`config.mk`:
```
export PLATFORM = sky130hd
export DESIGN_NAME = distributed_mutex_node
export DESIGN_NICKNAME = d
export VERILOG_FILES = /design/src/hdl/dmn_pkg.sv /design/src/hdl/dmn_scan.sv /design/src/hdl/dmn_ctrl.sv /design/src/hdl/distributed_mutex_node.sv
export SDC_FILE = /design/constraint.sdc
export NUM_CORES = 1
export LEC_CHECK = 0
export ABC_AREA = 1
export BUFFER_PORTS_ARGS = -buffer_cell sky130_fd_sc_hd__buf_4
export CORE_ASPECT_RATIO = 2
export CORE_MARGIN = 3
export CORE_UTILIZATION = 50
export DETAILED_ROUTE_END_ITERATION = 6
export PLACE_DENSITY_LB_ADDON = 0.15
export SYNTH_ARGS = -nofsm -noshare
export SYNTH_HDL_FRONTEND = slang
export SYNTH_HIERARCHICAL = 1
export SYNTH_SLANG_ARGS = --single-unit
export TNS_END_PERCENT = 1
```
`constraint.sdc`:
```
create_clock -name aclk -period 4.75 [get_ports aclk]
set_clock_uncertainty 0.1 [all_clocks]
set_input_delay 0.475 -clock aclk [delete_from_list [all_inputs] [get_ports aclk]]
set_output_delay 0.475 -clock aclk [all_outputs]
set_load 0.005 [all_outputs]
```
`src/hdl/dmn_pkg.sv`:
```
// ----------------------------------------------------------------------------
// dmn_pkg: shared types and constants of the distributed mutex node
// Beat layouts, operation and result codes, register indexes and reset
// values used by the node's modules.
// ----------------------------------------------------------------------------
package dmn_pkg;

    localparam int SEQ_W   = 32;
    localparam int RANK_W  = 5;
    localparam int NODE_W  = 4;
    localparam int CNT_W   = 5;
    localparam int DEFER_W = 16;
    localparam int CFG_W   = 5;

    // Operation codes carried by an input beat.
    localparam logic [2:0] OP_CLI_REQ    = 3'd0;
    localparam logic [2:0] OP_CLI_REL    = 3'd1;
    localparam logic [2:0] OP_CLI_DONE   = 3'd2;
    localparam logic [2:0] OP_PEER_REQ   = 3'd3;
    localparam logic [2:0] OP_PEER_REPLY = 3'd4;

    // Result kinds.
    localparam logic [1:0] KIND_REQ   = 2'd0;
    localparam logic [1:0] KIND_REPLY = 2'd1;
    localparam logic [1:0] KIND_GRANT = 2'd2;
    localparam logic [1:0] KIND_ERR   = 2'd3;

    // Configuration register indexes.
    localparam logic [1:0] CFG_MY_INDEX    = 2'd0;
    localparam logic [1:0] CFG_NODE_COUNT  = 2'd1;
    localparam logic [1:0] CFG_CLIENT_RANK = 2'd2;

    localparam logic [NODE_W-1:0] MY_INDEX_RST    = 4'd0;
    localparam logic [CNT_W-1:0]  NODE_COUNT_RST  = 5'd16;
    localparam logic [RANK_W-1:0] CLIENT_RANK_RST = 5'd1;

    typedef struct packed {
        logic [2:0]        operation;
        logic [NODE_W-1:0] sender_index;
        logic [SEQ_W-1:0]  seq_num;
    } in_item_t;

    typedef struct packed {
        logic [1:0]        kind;
        logic [RANK_W-1:0] dest_rank;
        logic [SEQ_W-1:0]  out_seq;
        logic              last;
    } out_item_t;

    typedef struct packed {
        logic [NODE_W-1:0] my_index;
        logic [CNT_W-1:0]  node_count;
        logic [RANK_W-1:0] client_rank;
    } cfg_t;

    typedef struct packed {
        logic load;
        logic step;
    } scan_ctl_t;

    typedef struct packed {
        logic [RANK_W-1:0] idx;
        logic              last;
    } scan_stat_t;

    typedef enum logic [2:0] {
        ST_IDLE,
        ST_DECODE,
        ST_CMP_OWN,
        ST_EMIT,
        ST_SCAN
    } state_t;

    // Destination rank of a peer: twice its server index, kept to five bits.
    function automatic logic [RANK_W-1:0] peer_rank(input logic [RANK_W-1:0] idx);
        peer_rank = {idx[RANK_W-2:0], 1'b0};
    endfunction

endpackage

```
`src/hdl/dmn_scan.sv`:
```
// ----------------------------------------------------------------------------
// dmn_scan: peer walker
// Holds a mask of peers still to be addressed and hands out the lowest one
// per step, flagging the final peer.
// ----------------------------------------------------------------------------
module dmn_scan #(
    parameter int W = 16
) (
    input  logic                 aclk,
    input  logic                 aresetn,
    input  dmn_pkg::scan_ctl_t   ctl,
    input  logic [W-1:0]         load_mask,
    output dmn_pkg::scan_stat_t  stat
);
    import dmn_pkg::*;

    logic [W-1:0]      mask_reg;
    logic [W-1:0]      mask_next;
    logic [W-1:0]      low;
    logic [W-1:0]      rest;
    logic [RANK_W-1:0] idx;

    // Isolate the lowest set bit, then encode it.
    assign low  = mask_reg & (~mask_reg + W'(1));
    assign rest = mask_reg & ~low;

    always_comb begin
        idx = '0;
        for (int i = 0; i < W; i++) begin
            if (low[i]) begin
                idx = idx | RANK_W'(i);
            end
        end
    end

    assign stat.idx  = idx;
    assign stat.last = (rest == '0);

    always_comb begin
        mask_next = mask_reg;
        if (ctl.load) begin
            mask_next = load_mask;
        end else if (ctl.step) begin
            mask_next = rest;
        end
    end

    always_ff @(posedge aclk) begin
        if (!aresetn) begin
            mask_reg <= '0;
        end else begin
            mask_reg <= mask_next;
        end
    end

`ifndef SYNTHESIS
    a_step_has_peer: assert property (@(posedge aclk) disable iff (!aresetn)
        ctl.step |-> (mask_reg != '0))
        else $error("scan stepped with no peer left");

    a_no_load_and_step: assert property (@(posedge aclk) disable iff (!aresetn)
        !(ctl.load && ctl.step))
        else $error("scan loaded and stepped together");

    a_last_empties: assert property (@(posedge aclk) disable iff (!aresetn)
        (ctl.step && stat.last) |=> (mask_reg == '0))
        else $error("scan mask not empty after final peer");
`endif

endmodule

```
`src/hdl/dmn_ctrl.sv`:
```
// ----------------------------------------------------------------------------
// dmn_ctrl: protocol sequencer
// Decodes one beat at a time, keeps the lock state, shares one sequence
// comparator between its steps and drives the peer walker.
// ----------------------------------------------------------------------------
module dmn_ctrl #(
    parameter int SCAN_W  = 16,
    parameter int CNT_MAX = 16
) (
    input  logic                 aclk,
    input  logic                 aresetn,
    input  dmn_pkg::cfg_t        cfg,
    input  logic                 s_valid,
    output logic                 s_ready,
    input  dmn_pkg::in_item_t    s_data,
    input  logic                 out_free,
    output logic                 emit_valid,
    output dmn_pkg::out_item_t   emit_data,
    output dmn_pkg::scan_ctl_t   scan_ctl,
    output logic [SCAN_W-1:0]    scan_mask,
    input  dmn_pkg::scan_stat_t  scan_stat
);
    import dmn_pkg::*;

    localparam logic [CNT_W-1:0] CNT_LIM = CNT_W'(CNT_MAX);
    localparam int RST_CNT = (CNT_MAX < int'(NODE_COUNT_RST)) ? CNT_MAX : int'(NODE_COUNT_RST);
    localparam logic [CNT_W-1:0] REPLIES_RST = CNT_W'(RST_CNT - 1);

    state_t              state_reg, state_next;
    logic [2:0]          op_reg, op_next;
    logic [NODE_W-1:0]   sender_reg, sender_next;
    logic [SEQ_W-1:0]    seq_reg, seq_next;
    logic [SEQ_W-1:0]    own_seq_reg, own_seq_next;
    logic [SEQ_W-1:0]    highest_seq_reg, highest_seq_next;
    logic                pending_reg, pending_next;
    logic [CNT_W-1:0]    replies_reg, replies_next;
    logic [DEFER_W-1:0]  deferred_reg, deferred_next;
    out_item_t           res_reg, res_next;
    logic [1:0]          scan_kind_reg, scan_kind_next;

    logic [CNT_W-1:0]    cnt;
    logic [SEQ_W-1:0]    cmp_b;
    logic                cmp_gt;
    logic                cmp_eq;
    logic [SCAN_W-1:0]   bcast_mask;
    logic [SCAN_W-1:0]   flush_mask;
    out_item_t           err_item;
    out_item_t           grant_item;

    // Node count in use, clamped to 1..CNT_LIM.
    always_comb begin
        if (cfg.node_count == '0) begin
            cnt = CNT_W'(1);
        end else if (cfg.node_count > CNT_LIM) begin
            cnt = CNT_LIM;
        end else begin
            cnt = cfg.node_count;
        end
    end

    // The one sequence comparator: against highest_seq while decoding,
    // against own_seq in the priority step.
    assign cmp_b  = (state_reg == ST_CMP_OWN) ? own_seq_reg : highest_seq_reg;
    assign cmp_gt = (seq_reg > cmp_b);
    assign cmp_eq = (seq_reg == cmp_b);

    always_comb begin
        for (int i = 0; i < SCAN_W; i++) begin
            bcast_mask[i] = (CNT_W'(i) < cnt) && (CNT_W'(i) != {1'b0, cfg.my_index});
            if (i < DEFER_W) begin
                flush_mask[i] = deferred_reg[i] && (CNT_W'(i) != {1'b0, cfg.my_index});
            end else begin
                flush_mask[i] = 1'b0;
            end
        end
    end

    assign err_item   = '{kind: KIND_ERR, dest_rank: '0, out_seq: '0, last: 1'b1};
    assign grant_item = '{kind: KIND_GRANT, dest_rank: cfg.client_rank, out_seq: '0,
                          last: 1'b1};

    assign s_ready = (state_reg == ST_IDLE);

    always_comb begin
        state_next       = state_reg;
        op_next          = op_reg;
        sender_next      = sender_reg;
        seq_next         = seq_reg;
        own_seq_next     = own_seq_reg;
        highest_seq_next = highest_seq_reg;
        pending_next     = pending_reg;
        replies_next     = replies_reg;
        deferred_next    = deferred_reg;
        res_next         = res_reg;
        scan_kind_next   = scan_kind_reg;
        emit_valid       = 1'b0;
        emit_data        = res_reg;
        scan_ctl         = '0;
        scan_mask        = '0;

        case (state_reg)
            ST_IDLE: begin
                if (s_valid) begin
                    op_next     = s_data.operation;
                    sender_next = s_data.sender_index;
                    seq_next    = s_data.seq_num;
                    state_next  = ST_DECODE;
                end
            end

            ST_DECODE: begin
                state_next = ST_IDLE;
                case (op_reg)
                    OP_CLI_REQ: begin
                        if (pending_reg || ({1'b0, cfg.my_index} >= cnt)) begin
                            res_next   = err_item;
                            state_next = ST_EMIT;
                        end else begin
                            pending_next = 1'b1;
                            replies_next = cnt - CNT_W'(1);
                            own_seq_next = (&highest_seq_reg) ? highest_seq_reg
                                                              : highest_seq_reg + SEQ_W'(1);
                            if (cnt == CNT_W'(1)) begin
                                res_next   = grant_item;
                                state_next = ST_EMIT;
                            end else begin
                                scan_ctl.load  = 1'b1;
                                scan_mask      = bcast_mask;
                                scan_kind_next = KIND_REQ;
                                state_next     = ST_SCAN;
                            end
                        end
                    end
                    OP_CLI_REL: begin
                        if (!pending_reg) begin
                            res_next   = err_item;
                            state_next = ST_EMIT;
                        end else begin
                            pending_next  = 1'b0;
                            replies_next  = cnt - CNT_W'(1);
                            deferred_next = '0;
                            if (flush_mask != '0) begin
                                scan_ctl.load  = 1'b1;
                                scan_mask      = flush_mask;
                                scan_kind_next = KIND_REPLY;
                                state_next     = ST_SCAN;
                            end
                        end
                    end
                    OP_CLI_DONE: begin
                        state_next = ST_IDLE;
                    end
                    OP_PEER_REQ: begin
                        if (({1'b0, sender_reg} >= cnt) || (sender_reg == cfg.my_index)) begin
                            res_next   = err_item;
                            state_next = ST_EMIT;
                        end else begin
                            if (cmp_gt) begin
                                highest_seq_next = seq_reg;
                            end
                            state_next = ST_CMP_OWN;
                        end
                    end
                    OP_PEER_REPLY: begin
                        if (!pending_reg || (replies_reg == '0)) begin
                            res_next   = err_item;
                            state_next = ST_EMIT;
                        end else begin
                            replies_next = replies_reg - CNT_W'(1);
                            if (replies_reg == CNT_W'(1)) begin
                                res_next   = grant_item;
                                state_next = ST_EMIT;
                            end
                        end
                    end
                    default: begin
                        res_next   = err_item;
                        state_next = ST_EMIT;
                    end
                endcase
            end

            ST_CMP_OWN: begin
                // Defer when our own request outranks the peer's.
                if (pending_reg && (cmp_gt || (cmp_eq && (sender_reg > cfg.my_index)))) begin
                    deferred_next = deferred_reg | (DEFER_W'(1) << sender_reg);
                    state_next    = ST_IDLE;
                end else begin
                    res_next   = '{kind: KIND_REPLY,
                                   dest_rank: peer_rank({1'b0, sender_reg}),
                                   out_seq: '0, last: 1'b1};
                    state_next = ST_EMIT;
                end
            end

            ST_EMIT: begin
                emit_valid = 1'b1;
                emit_data  = res_reg;
                if (out_free) begin
                    state_next = ST_IDLE;
                end
            end

            ST_SCAN: begin
                emit_valid          = 1'b1;
                emit_data.kind      = scan_kind_reg;
                emit_data.dest_rank = peer_rank(scan_stat.idx);
                emit_data.out_seq   = (scan_kind_reg == KIND_REQ) ? own_seq_reg : '0;
                emit_data.last      = scan_stat.last;
                scan_ctl.step       = out_free;
                if (out_free && scan_stat.last) begin
                    state_next = ST_IDLE;
                end
            end

            default: begin
                state_next = ST_IDLE;
            end
        endcase
    end

    always_ff @(posedge aclk) begin
        if (!aresetn) begin
            state_reg       <= ST_IDLE;
            own_seq_reg     <= '0;
            highest_seq_reg <= '0;
            pending_reg     <= 1'b0;
            replies_reg     <= REPLIES_RST;
            deferred_reg    <= '0;
        end else begin
            state_reg       <= state_next;
            own_seq_reg     <= own_seq_next;
            highest_seq_reg <= highest_seq_next;
            pending_reg     <= pending_next;
            replies_reg     <= replies_next;
            deferred_reg    <= deferred_next;
        end
    end

    always_ff @(posedge aclk) begin
        op_reg        <= op_next;
        sender_reg    <= sender_next;
        seq_reg       <= seq_next;
        res_reg       <= res_next;
        scan_kind_reg <= scan_kind_next;
    end

`ifndef SYNTHESIS
    a_one_beat_at_a_time: assert property (@(posedge aclk) disable iff (!aresetn)
        (s_valid && s_ready) |=> !s_ready)
        else $error("input accepted while a beat is in work");

    a_replies_bounded: assert property (@(posedge aclk) disable iff (!aresetn)
        replies_reg <= (CNT_LIM - CNT_W'(1)))
        else $error("awaited reply count beyond node count");
`endif

endmodule

```
`src/hdl/distributed_mutex_node.sv`:
```
// ----------------------------------------------------------------------------
// distributed_mutex_node: one node of a Ricart-Agrawala distributed lock
// Configuration registers, result output register and the sequencer with
// its peer walker.
// ----------------------------------------------------------------------------
// The node takes one beat at a time: s_ready is high only while it is idle.
// Each beat is captured and then decoded; a peer request also passes the
// sequence comparator to settle priority. Every result then goes through
// the output register, which holds it while the consumer keeps m_ready
// low. A client request sends one request beat to each other node in index
// order, and a release sends one reply beat to each deferred peer in index
// order; the final beat for each input carries last. Protocol misuse
// gives a single error beat and leaves the lock state untouched.
// Configuration writes take effect at once and must only be issued while
// the node is idle.
// ----------------------------------------------------------------------------
module distributed_mutex_node #(
    parameter int MAX_NODES = 16
) (
    input  logic                                aclk,
    input  logic                                aresetn,
    input  logic                                cfg_we,
    input  logic [1:0]                          cfg_index,
    input  logic [dmn_pkg::CFG_W-1:0]           cfg_wdata,
    input  logic                                s_valid,
    output logic                                s_ready,
    input  dmn_pkg::in_item_t                   s_data,
    output logic                                m_valid,
    input  logic                                m_ready,
    output dmn_pkg::out_item_t                  m_data
);
    import dmn_pkg::*;

    // Node counts are five bits wide, so the usable count tops out at 31.
    localparam int CNT_MAX = (MAX_NODES > 31) ? 31 : MAX_NODES;
    // The walker mask covers every possible peer and every deferred bit.
    localparam int SCAN_W  = (CNT_MAX > DEFER_W) ? CNT_MAX : DEFER_W;

    cfg_t        cfg_reg;
    logic        m_valid_reg;
    out_item_t   m_data_reg;
    logic        out_free;
    logic        emit_valid;
    out_item_t   emit_data;
    scan_ctl_t   scan_ctl;
    scan_stat_t  scan_stat;
    logic [SCAN_W-1:0] scan_mask;

    // Configuration registers. An index past the list is ignored.
    always_ff @(posedge aclk) begin
        if (!aresetn) begin
            cfg_reg.my_index    <= MY_INDEX_RST;
            cfg_reg.node_count  <= NODE_COUNT_RST;
            cfg_reg.client_rank <= CLIENT_RANK_RST;
        end else if (cfg_we) begin
            case (cfg_index)
                CFG_MY_INDEX:    cfg_reg.my_index    <= cfg_wdata[NODE_W-1:0];
                CFG_NODE_COUNT:  cfg_reg.node_count  <= cfg_wdata[CNT_W-1:0];
                CFG_CLIENT_RANK: cfg_reg.client_rank <= cfg_wdata[RANK_W-1:0];
                default: begin
                end
            endcase
        end
    end

    // The sequencer only hands over a result when the output register is
    // empty or its beat is leaving in this cycle.
    assign out_free = !m_valid_reg || m_ready;

    dmn_ctrl #(
        .SCAN_W  (SCAN_W),
        .CNT_MAX (CNT_MAX)
    ) u_ctrl (
        .aclk       (aclk),
        .aresetn    (aresetn),
        .cfg        (cfg_reg),
        .s_valid    (s_valid),
        .s_ready    (s_ready),
        .s_data     (s_data),
        .out_free   (out_free),
        .emit_valid (emit_valid),
        .emit_data  (emit_data),
        .scan_ctl   (scan_ctl),
        .scan_mask  (scan_mask),
        .scan_stat  (scan_stat)
    );

    dmn_scan #(
        .W (SCAN_W)
    ) u_scan (
        .aclk      (aclk),
        .aresetn   (aresetn),
        .ctl       (scan_ctl),
        .load_mask (scan_mask),
        .stat      (scan_stat)
    );

    // Output register: holds a result beat until the consumer takes it.
    always_ff @(posedge aclk) begin
        if (!aresetn) begin
            m_valid_reg <= 1'b0;
        end else if (out_free) begin
            m_valid_reg <= emit_valid;
        end
    end

    always_ff @(posedge aclk) begin
        if (out_free && emit_valid) begin
            m_data_reg <= emit_data;
        end
    end

    assign m_valid = m_valid_reg;
    assign m_data  = m_data_reg;

endmodule

```
# After elaboration in Yosys (flattened, before gate mapping)
# Index checks and enable logic that the tools add are counted.
[totals] regBits=241 input_bits=51
[op_classes] n_eq_ne=46 n_reduce_logical=70 add_sub_neg=4 shifts=1 n_bitwise=7 n_mux=74 order_cmp=21
[op_table] cell="two-way mux 40 bit" n=8
[op_table] cell="one-hot mux 40 bit (5 select lines)" n=1
[op_table] cell="two-way mux 16 bit" n=10
[op_table] cell="two-way mux 32 bit" n=3
[op_table] cell="one-hot mux 40 bit (2 select lines)" n=1
[op_table] cell="one-hot mux 16 bit (2 select lines)" n=2
[op_table] cell="less-than comparator 4 x 5 -> 1 bit, first input constant" n=8
[op_table] cell="logical AND 1 bit" n=36
[op_table] cell="two-way mux 3 bit" n=12
[op_table] cell="adder 32 x 1 -> 32 bit, second input constant" n=1
[op_table] cell="AND 16 bit" n=2
[op_table] cell="equality test 32 bit" n=1
[op_table] cell="> comparator 32 bit" n=1
[op_table] cell="two-way mux 4 bit" n=8
[op_table] cell="inequality test 4 bit, first input constant" n=8
[op_table] cell="NOT 16 bit" n=2
[op_table] cell="AND reduction 32 bit" n=1
[op_table] cell="one-hot mux 3 bit (5 select lines)" n=2
[op_table] cell="two-way mux 5 bit" n=5
[op_table] cell="less-than comparator 3 x 5 -> 1 bit, first input constant" n=4
[op_table] cell="inequality test 2 bit, second input constant" n=9
[op_table] cell="adder 16 x 1 -> 16 bit, second input constant" n=1
[op_table] cell="zero test 16 bit" n=1
[op_table] cell="two-way mux 2 bit" n=8
[op_table] cell="other kinds (43)" n=88

# Depth between registers and ports, before layout
# Gate-level depths: netlist of run 1.
[depth] word_depth=19 depth_mapped=24

# By module
# Netlist of run 1, hierarchy kept.
[by_module_without_submodules] module="dmn_ctrl" area_per_inst_um2=8411.8 n_inst=1 seq_area_each_um2=3193.1 cells_each=1153
[by_module_without_submodules] module="distributed_mutex_node" area_per_inst_um2=1855.5 n_inst=1 seq_area_each_um2=1501.4 cells_each=133
[by_module_without_submodules] module="dmn_scan" area_per_inst_um2=1112.3 n_inst=1 seq_area_each_um2=320.3 cells_each=191

# Worst setup path before layout of run 1
# No wires, ideal clock.
[synth_timing] path_kind="input to register" from="input s_valid" to="register u_ctrl.op_reg[0] (enable)" slack_ns=-0.103 path_buffers=0 arrival_ns=4.221 cell_stages=2 setup_ns=0.533 required_ns=4.117 cell_sequence="inv_1 nor4_1"
[synth_via] elab_chain_len=1
[synth_rtl] item="start, declared" line_no="distributed_mutex_node.sv:25" source="input logic s_valid,"
[synth_rtl] item="AND reduction 2 bit (no source line)"
[synth_rtl] item="end signal, assigned" line_no="dmn_ctrl.sv:241" source="op_reg <= op_next;"
[synth_rtl] item="end, declared" line_no="dmn_ctrl.sv:30" source="logic [2:0] op_reg, op_next;"
# Every way passes these cells.
# A chain may end at the register's enable or synchronous reset.

# Worst setup path after layout of run 1
[layout_timing] from="register u_ctrl.state_reg[1]" to="register u_ctrl.highest_seq_reg[9]"
[layout_via] elab_chain_len=4 elab_cells_between_ends=5
[layout_rtl] item="start, declared" line_no="dmn_ctrl.sv:29" source="state_t state_reg, state_next;"
[layout_rtl] item="start signal, assigned" line_no="dmn_ctrl.sv:231" source="state_reg <= state_next;"
[layout_rtl] item="equality test 3 x 2 -> 1 bit" line_no="dmn_ctrl.sv:63" source="assign cmp_b = (state_reg == ST_CMP_OWN) ? own_seq_reg : highest_seq_reg;"
[layout_rtl] item="two-way mux 32 bit" line_no="dmn_ctrl.sv:63"
[layout_rtl] item="> comparator 32 bit" line_no="dmn_ctrl.sv:64" source="assign cmp_gt = (seq_reg > cmp_b);"
[layout_rtl] item="AND reduction 4 bit (no source line) *"
[layout_rtl] item="end signal, assigned" line_no="dmn_ctrl.sv:233" source="highest_seq_reg <= highest_seq_next;"
[layout_rtl] item="end, declared" line_no="dmn_ctrl.sv:34" source="logic [SEQ_W-1:0] highest_seq_reg, highest_seq_next;"
# Every way passes the cells marked *; elsewhere a longest branch is shown, timed or not.

==> results of run 1 <==
==> final cells by class <==
type	count	area, sq um
flip-flops and latches	207	5015
repair buffers	99	743.2
clock inverters	10	158.9
well taps	276	345.3
clock buffers	28	583.1
fillers	2127	9268
inverters	163	615.6
multi-input cells	1058	5527
==> metrics by stage <==
stage | hold WS [ns] | utilization (%)
6_report | 0.03348 | 58.36
5_1_grt | 0.02325 | 58.36
4_1_cts | 0.02038 | 58.36
3_5_place_dp | 0.3489 | 55.02
3_3_place_gp | 0.3391 | 55.02
2_1_floorplan | 0.3265 | -
==> power breakdown <==
group | total, W | switching, W | internal [W] | leakage, nW
clock network | 0.00180 | 0.000714 | 0.00109 | 0.357
registers | 0.00207 | 0.0000976 | 0.00197 | 1.75
logic | 0.000654 | 0.000420 | 0.000234 | 3.13
total | 0.00452 | 0.00123 | 0.00329 | 5.24
==> layout by cell type (no fill, tap or decap), types with 22 or more instances in the layout <==
master and count:
a21oi_1 104, a31oi_1 23, nor3_1 25, buf_4 99
inv_1 151, nor2_1 185, ha_1 49, nand2_1 356
dfxtp_1 120, nand3_1 69, o21ai_0 111, clkbuf_16 22
edfxtp_1 87, xor2_1 26
==> how the worst max path moves through the flow <==
stage,slack (ns),cells past startpoint,from,endpoint
2_1_floorplan,1.45,6,u_ctrl/state_reg[1],m_data[0]
3_3_place_gp,1.07,18,u_ctrl/state_reg[1],u_ctrl/highest_seq_reg[9]
3_5_place_dp,0.99,17,u_ctrl/state_reg[1],u_ctrl/highest_seq_reg[9]
4_1_cts,0.95,18,u_ctrl/state_reg[1],u_ctrl/highest_seq_reg[9]
5_1_grt,0.49,18,u_ctrl/state_reg[1],u_ctrl/highest_seq_reg[9]
6_report,0.89,17,u_ctrl/state_reg[1],u_ctrl/highest_seq_reg[9]
==> routing by layer <==
metal	global-route usage [%]	vias to the layer above
met5	0	-
met3	2.842	169
met2	54.81	277
met4	29.08	0
met1	23.13	4721
li1	-	5053
==> results.ini, run 1 <==
[critical_path]
setup.worst_path.class = reg2reg
cp-start-kind = flip-flop
reg2reg_slack_ns = 0.89
critical_path_arrival_ns = 4.14
crit_top_cell = nand2_1
path_delay_family = simple AND/OR/NAND/NOR gates
cp-end-kind = flip-flop
reg2regPathDepth = 17
crit_required_ns = 5.03
path_buf_inv = 3
r2r-start = u_ctrl/state_reg[1]
timing.rr.end = u_ctrl/highest_seq_reg[9]
cp_slowest_stage_delay_ns = 0.49
cp_max_fo = 64
cp_cell_sequence = inv_1 -> nor2_1 -> nand2_2 -> buf_4 -> nand2_1 -> o21ai_0 -> ha_1 -> nand2_1 -> nor2_1 -> nand2_1 -> nor3b_2 -> nand2_1 -> a21oi_1 -> nand3_2 -> buf_4 -> o21ai_0 -> a21oi_1
crit_slowest_cell = dfxtp_1

[finish]
diodes = 0
syn2layout_area_growth_pct = 14.24
final_area_sq_mm = 0.01299
drive_above_1_share_pct = 12.14
nets = 1650
finalNonFillerCells = 1841
largest_reg_flops = 40

[power]
vdd_drop_max_mv = 0.4889
power_w = 0.004524
total_leakage_power_nw = 5.243
power_density_mw_per_mm2 = 348.4

[timing]
tns_ns = 0
setup_viol = 0
fin_crit_sh_pct = 81.20
rsz0062_at_grt = false
worst_slack_ns = 0.8929
slew_headroom_pct = 38.60
report.final.slew_viol_count = 0
worstMarginPinSlew_ns = 0.9200
fin_crit_ns = 3.857
hold_viol = 0
max_freq_ghz = 0.2593

[grt]
grt_pass1_vias = 10352
grt_max_degree = 71
grt_overflow = 0
antenna_found_initial = 0
grt_pass1_wl_um = 53570
grt_usage_pct = 28.34

[clock_tree]
cts_tree = done
cts_hold_buf = 0
cts_sinks = 207
cts_root_buffer = clkbuf_16
cts_resized = 0
h-tree-depth = 1
cts_buffers = 21
clk_pin_slew_worst_paths_ns = 0.06
cts_setup_buffers = 0
cts_buffer_depth = 3
clk_latency_ns = 0.52

[placed_design]
place_congestion = 0.9847
dp_slack_ns = 0.9855
port_buffers = 92
dp.cells = 1803
post_dp_cell_area_sq_mm = 0.01225
hpwl_um = 27400

[drt]
totalWireLength_um = 35270
vias = 10220
wl_met1_um = 10620
routed-wl-met3_um = 1029
wire_per_inst_um = 19.16
via_per_inst = 5.551
drc = 0
antenna_left = 0
top_layer = met4
first_pass_iters = 5
dr.first_iter.drc_count = 727
route.met2.wl_um = 19240

[floorplanning]
die_h_um = 219.2
die-area_sq_mm = 0.02469
core-area_sq_mm = 0.02226
die_x_um = 112.6
start_util_pct = 51.08
rows = 77
io_pins = 93

[run_status]
status = complete, no violations

[flow_run]
drv_cap = 0

[min_path]
worstHoldStart = s_data[34]
hold_class = in2reg
hold_path_depth = 1
min_to = u_ctrl/sender_reg[2]

[logic_synthesis]
synth_nets = 1575
synth_area_sq_mm = 0.01137
syn_area_per_cell_sq_um = 7.707
ys_warn_count = 6
synth_cells = 1475

No activity file was read; power rests on OpenSTA's default activity.
==> run 2: changes to the inputs <==
Settings changed: ABC_AREA 1 to 0.
Clock period 4.75 ns to 3.34 ns, I/O delays scaled along.
==> run 2 against run 1 <==
Die area is 1.1% lower; sequential power is 46% higher; via count is 8.0% lower.
==> results.ini, run 2 <==
[logic_synthesis]
syn_area_per_cell_sq_um = 9.456  ; +23%
synth_area_sq_mm = 0.01124  ; -1.1%
synth_cells = 1189  ; -19%
synth_nets = 1289  ; -18%
ys_warn_count = 6  ; unchanged

[placed_design]
place_congestion = 0.9612  ; -2.4%
port_buffers = 92  ; unchanged
dp_slack_ns = 0.1223  ; -0.8632 ns
dp.cells = 1540  ; -15%
hpwl_um = 24010  ; -12%

[critical_path]
cp-start-kind = flip-flop
crit_required_ns = 3.45  ; -1.58 ns
cp_max_fo = 11  ; -83%
critical_path_arrival_ns = 3.29  ; -0.85 ns
crit_slowest_cell = dfxtp_1
cp_cell_sequence = nand2b_4 -> nor2_4 -> buf_4 -> buf_12 -> mux2i_1 -> ha_1 -> and3_2 -> a221oi_2 -> a21oi_2 -> o31ai_4 -> a211oi_2 -> a211oi_2 -> buf_4
cp-end-kind = flip-flop
setup.worst_path.class = reg2reg
reg2reg_slack_ns = 0.16  ; -0.73 ns
cp_slowest_stage_delay_ns = 0.32  ; -0.17 ns

[floorplanning]
die-area_sq_mm = 0.02443  ; -1.1%
io_pins = 93  ; unchanged
die_x_um = 112.0  ; -0.52%
die_h_um = 218.1  ; -0.54%
start_util_pct = 50.74  ; -0.34 points
rows = 77  ; unchanged
core-area_sq_mm = 0.02216  ; -0.43%

[grt]
grt_pass1_vias = 9454  ; -8.7%
grt_overflow = 0  ; unchanged
grt_usage_pct = 25.45  ; -2.9 points
grt_pass1_wl_um = 49370  ; -7.8%
antenna_found_initial = 0  ; unchanged
grt_max_degree = 81  ; +14%

[run_status]
status = complete, no violations

[timing]
max_freq_ghz = 0.3145  ; +21%
worst_slack_ns = 0.1600  ; -0.7328 ns
fin_crit_sh_pct = 95.21  ; +14 points
setup_viol = 0  ; unchanged
hold_viol = 0  ; unchanged
slew_headroom_pct = 48.91  ; +10 points
fin_crit_ns = 3.180  ; -0.6772 ns
report.final.slew_viol_count = 0  ; unchanged
worstMarginPinSlew_ns = 0.7646  ; -0.1554 ns

[drt]
wire_per_inst_um = 19.37  ; +1.1%
drc = 0  ; unchanged
via_per_inst = 5.780  ; +4.1%
dr.first_iter.drc_count = 451  ; -38%
vias = 9404  ; -8.0%
totalWireLength_um = 31520  ; -11%
first_pass_iters = 5  ; unchanged
antenna_left = 0  ; unchanged

[clock_tree]
cts_root_buffer = clkbuf_16
cts_buffer_depth = 3  ; unchanged
cts_sinks = 207  ; unchanged
clk_pin_slew_worst_paths_ns = 0.07  ; about the same
cts_buffers = 20  ; -4.8%
cts_tree = done
h-tree-depth = 1  ; unchanged
clk_latency_ns = 0.51  ; about the same

[power]
power_density_mw_per_mm2 = 490.6  ; +41%
vdd_drop_max_mv = 0.4587  ; -6.2%
total_leakage_power_nw = 5.060  ; -3.5%

[finish]
final_common_cell = nand2_1
nets = 1437  ; -13%
syn2layout_area_growth_pct = 22.08
finalNonFillerCells = 1627  ; -12%
diodes = 0  ; unchanged
largest_reg_flops = 40  ; unchanged
drive_above_1_share_pct = 16.65  ; +4.5 points
final_cell_mix = nand2_1 (169), buf_4 (148), dfxtp_1 (120)

[min_path]
hold_class = in2reg

[flow_run]
drv_cap = 0  ; unchanged

[run 2: cell type report]
class                      count  area [sq um]
clock buffer                  23         543.0
clock inverter                13         182.7
fill                        1911          8433
inverter                      39         146.4
multi-input combinational    874          5853
sequential                   207          5015
tap                          276         345.3
timing repair buffer         195          1640
[run 2: power breakdown]
part / internal (W) / switching (W) / total (W)
clock network: 0.00149 / 0.000991 / 0.00248
logic: 0.000535 / 0.000690 / 0.00123
registers: 0.00287 / 0.000153 / 0.00302
[run 2: metrics by stage]
step                hold slack (ns)  total power, W  cell area, sq um  util (%)   TNS, ns
floorplan                    0.3267        0.003733             11290         -         0
global placement             0.3823        0.004173             12450     56.21         0
detailed placement           0.3878        0.004194             12450     56.21         0
CTS                         0.06298        0.006717             13590     61.33         0
global route                0.06813        0.007008             13730     61.94  -0.09511
finish                      0.06017        0.006733             13730     61.94         0
[run 2: critical path, delay by kind of cell (launching register included)]
kind	cells	cell delay [ns]
AOI/OAI and AO/OA	5	0.97
adders and majority gates	1	0.27
DFF	1	0.32
buffers and inverters	3	0.48
and+or+nand+nor	3	0.55
muxes	1	0.20
[run 2: path summary, 6_finish.rpt]
path / startpoint / endpoint / cells past startpoint
max reg2reg: u_ctrl/state_reg[2] / u_ctrl/res_reg[38] / 13
max: u_ctrl/state_reg[2] / u_ctrl/res_reg[38] / 13
min: cfg_wdata[1] / cfg_reg[11] / 3
min reg2reg: cfg_reg[3] / cfg_reg[3] / 2
[run 2: timing repair]
| action | CTS | global route |
|---|---|---|
| hold buffers | 41 | 0 |
| setup endpoints to repair | 0 | 7 |
| hold endpoints to repair | 41 | 0 |
| resized for setup | 0 | 7 |
| setup buffers | 0 | 9 |
[run 2: layer usage]
| layer | up-vias | wire (um) | track usage [%] |
|---|---|---|---|
| met5 | - | 0 | 0 |
| met1 | 4456 | 10680 | 24.02 |
| met4 | 0 | 2380 | 17.17 |
| met2 | 223 | 17670 | 50.20 |
| li1 | 4617 | - | - |
| met3 | 108 | 793 | 2.472 |
==> run 3: changes to the inputs <==
Settings changed: PLACE_DENSITY set to 0.68, PLACE_DENSITY_LB_ADDON 0.15 to not set.
==> run 3 against run 2 <==
The flow now finishes with violations (design-rule violations); die area unchanged; sequential power about the same; via count increased by 1.1%; fmax decreased by 2.6%; sequential cell count unchanged; worst setup slack got worse by 0.086 ns; global-route usage decreased by 0.24 points; sequential share of layout area increased by 0.28 points; final cell count decreased by 0.80%; clock power decreased by 2%; cell area decreased by 0.75%.
==> results.ini, run 3 (synthesized netlist as in run 2, its figures left out) <==
[grt]
grt_pass1_vias = 9453  ; -0.011%
grt_pass1_wl_um = 49000  ; -0.76%
antenna_found_initial = 0  ; unchanged
grt_max_degree = 51  ; -37%
grt_usage_pct = 25.20  ; -0.24 points
grt_overflow = 0  ; unchanged

[timing]
hold_viol = 0  ; unchanged
report.final.slew_viol_count = 0  ; unchanged
fin_crit_sh_pct = 97.78  ; +2.6 points
slew_headroom_pct = 59.78  ; +11 points
max_freq_ghz = 0.3062  ; -2.6%
fin_crit_ns = 3.266  ; +0.08596 ns
setup_viol = 0  ; unchanged
worst_slack_ns = 0.07408  ; -0.08596 ns
rsz0062_at_grt = true
worstMarginPinSlew_ns = 0.5982  ; -0.1665 ns

[clock_tree]
cts_buffer_depth = 3  ; unchanged
h-tree-depth = 1  ; unchanged
cts_sinks = 207  ; unchanged
cts_tree = done
clk_latency_ns = 0.51  ; about the same
cts_buffers = 20  ; unchanged
clk_pin_slew_worst_paths_ns = 0.06  ; about the same
cts_root_buffer = clkbuf_16

[run_status]
failed_checks = design-rule violations
status = complete, but fails checks

[placed_design]
port_buffers = 92  ; unchanged
post_dp_cell_area_sq_mm = 0.01244  ; -0.10%
dp_slack_ns = 0.07362  ; -0.04864 ns
hpwl_um = 23610  ; -1.7%
dp.cells = 1535  ; -0.32%
place_congestion = 0.9667  ; +0.57%

[drt]
antenna_left = 0  ; unchanged
drc = 1  ; +1
first_pass_iters = 7  ; +2
wire_per_inst_um = 19.57  ; +1.0%
dr.first_iter.drc_count = 479  ; +6.2%
totalWireLength_um = 31590  ; +0.22%
via_per_inst = 5.888  ; +1.9%
vias = 9504  ; +1.1%

[finish]
nets = 1424  ; -0.90%
drive_above_1_share_pct = 15.77  ; -0.88 points
num-fill-cells = 1892  ; -0.99%
final_cell_mix = nand2_1 (169), buf_4 (133), dfxtp_1 (120)
largest_reg_flops = 40  ; unchanged
syn2layout_area_growth_pct = 21.17
diodes = 0  ; unchanged
final_area_sq_mm = 0.01362  ; -0.75%
finalNonFillerCells = 1614  ; -0.80%
fin_util_pct = 61.48  ; -0.46 points
final_common_cell = nand2_1

[critical_path]
setup.worst_path.class = reg2reg
reg2regPathDepth = 13  ; unchanged
cp_slowest_stage_delay_ns = 0.31  ; about the same
cp_cell_sequence = nand2b_1 -> nor2_4 -> buf_12 -> mux2i_1 -> ha_1 -> and3_1 -> a221oi_2 -> a21oi_2 -> o31ai_2 -> buf_4 -> a211oi_2 -> a211oi_2 -> buf_4
path_delay_family = compound AO/OA/AOI/OAI gates
crit_slowest_cell = dfxtp_1
critical_path_arrival_ns = 3.39  ; +0.10 ns
crit_required_ns = 3.46  ; about the same
cp-start-kind = flip-flop
cp_max_fo = 11  ; unchanged
cp-end-kind = flip-flop
path_buf_inv = 3  ; unchanged
crit_cells = 13  ; unchanged

[power]
power.share.clock_pct = 36.6  ; -0.3 points
p_int_w = 0.004813  ; -1.8%
power_w = 0.006647  ; -1.3%
total_leakage_power_nw = 5.002  ; -1.1%
power_frac_comb_pct = 18.0  ; -0.2 points
p_sw_share_pct = 27.59  ; +0.34 points
p_sw_w = 0.001834  ; about the same
seq_power_share_pct = 45.5  ; +0.6 points
power_density_mw_per_mm2 = 487.9  ; -0.54%
vdd_drop_max_mv = 0.5233  ; +14%

[floorplanning]
die-area_sq_mm = 0.02443  ; unchanged
rows = 77  ; unchanged
io_pins = 93  ; unchanged
die_x_um = 112.0  ; unchanged
die_h_um = 218.1  ; unchanged
core-area_sq_mm = 0.02216  ; unchanged
start_util_pct = 50.74  ; unchanged

[min_path]
hold_path_depth = 3  ; unchanged
hold_class = in2reg

[flow_run]
drv_cap = 0  ; unchanged

==> run 3: changes by cell type in the layout (fill, tap and decap cells not counted), moves of 2 or more <==
cell / change
clkinv_2: +2
buf_6: +2
buf_4: -15
clkbuf_8: -2
buf_12: +2
==> run 3: power groups by stage <==
stage / Clock [W] / Combinational, W / Sequential (W)
2_1_floorplan: 0 / 0.000724 / 0.00301
3_3_place_gp: 0 / 0.00109 / 0.00308
3_5_place_dp: 0 / 0.00111 / 0.00307
4_1_cts: 0.00249 / 0.00115 / 0.00302
5_1_grt: 0.00257 / 0.00131 / 0.00304
6_report: 0.00243 / 0.00119 / 0.00302
==> run 3: layout make-up <==
cell class | instances | area [sq um] | share of cell area [%]
Clock buffer | 21 | 504.2 | 3.701
Tap cell | 276 | 345.3 | 2.535
Timing Repair Buffer | 182 | 1567 | 11.50
Multi-Input combinational cell | 874 | 5846 | 42.91
Inverter | 39 | 146.4 | 1.075
Clock inverter | 15 | 200.2 | 1.470
Sequential cell | 207 | 5015 | 36.81
==> run 3: what timing repair did <==
action                                  CTS  global route
hold endpoints to repair                 40             0
endpoints found under the setup margin    0            28
buffers inserted                          0             2
hold buffers                             40             0
gates resized for setup                   0             8
==> run 3: through the flow <==
stage | TNS [ns] | hold WS, ns
3_5_place_dp | 0 | 0.3423
6_report | 0 | 0.02133
2_1_floorplan | 0 | 0.3267
5_1_grt | -0.6337 | 0.01584
3_3_place_gp | 0 | 0.3456
4_1_cts | 0 | 0.006531
==> run 3: worst paths after layout <==
kind	startpoint	slack, ns	end
setup / recovery	u_ctrl/state_reg[2]	0.07	u_ctrl/res_reg[35]
hold / removal	cfg_wdata[0]	0.02	cfg_reg[5]
setup reg to reg	u_ctrl/state_reg[2]	0.07	u_ctrl/res_reg[35]
hold reg to reg	cfg_reg[0]	0.36	cfg_reg[0]
==> run 3: worst min-delay path, cell delays in order <==
cell,delay [ns]
buf_4,0.12
nand2_1,0.07
mux2i_1,0.06
==> run 3: layer usage <==
metal | wire, um | share of wire (%) | GRT usage [%] | up-vias
met5 | 0 | 0 | 0 | -
met4 | 2047 | 6.5 | 14.88 | 0
met3 | 1007 | 3.2 | 2.416 | 101
met2 | 17820 | 56 | 50.36 | 253
met1 | 10720 | 34 | 24.19 | 4555
li1 | - | - | - | 4595
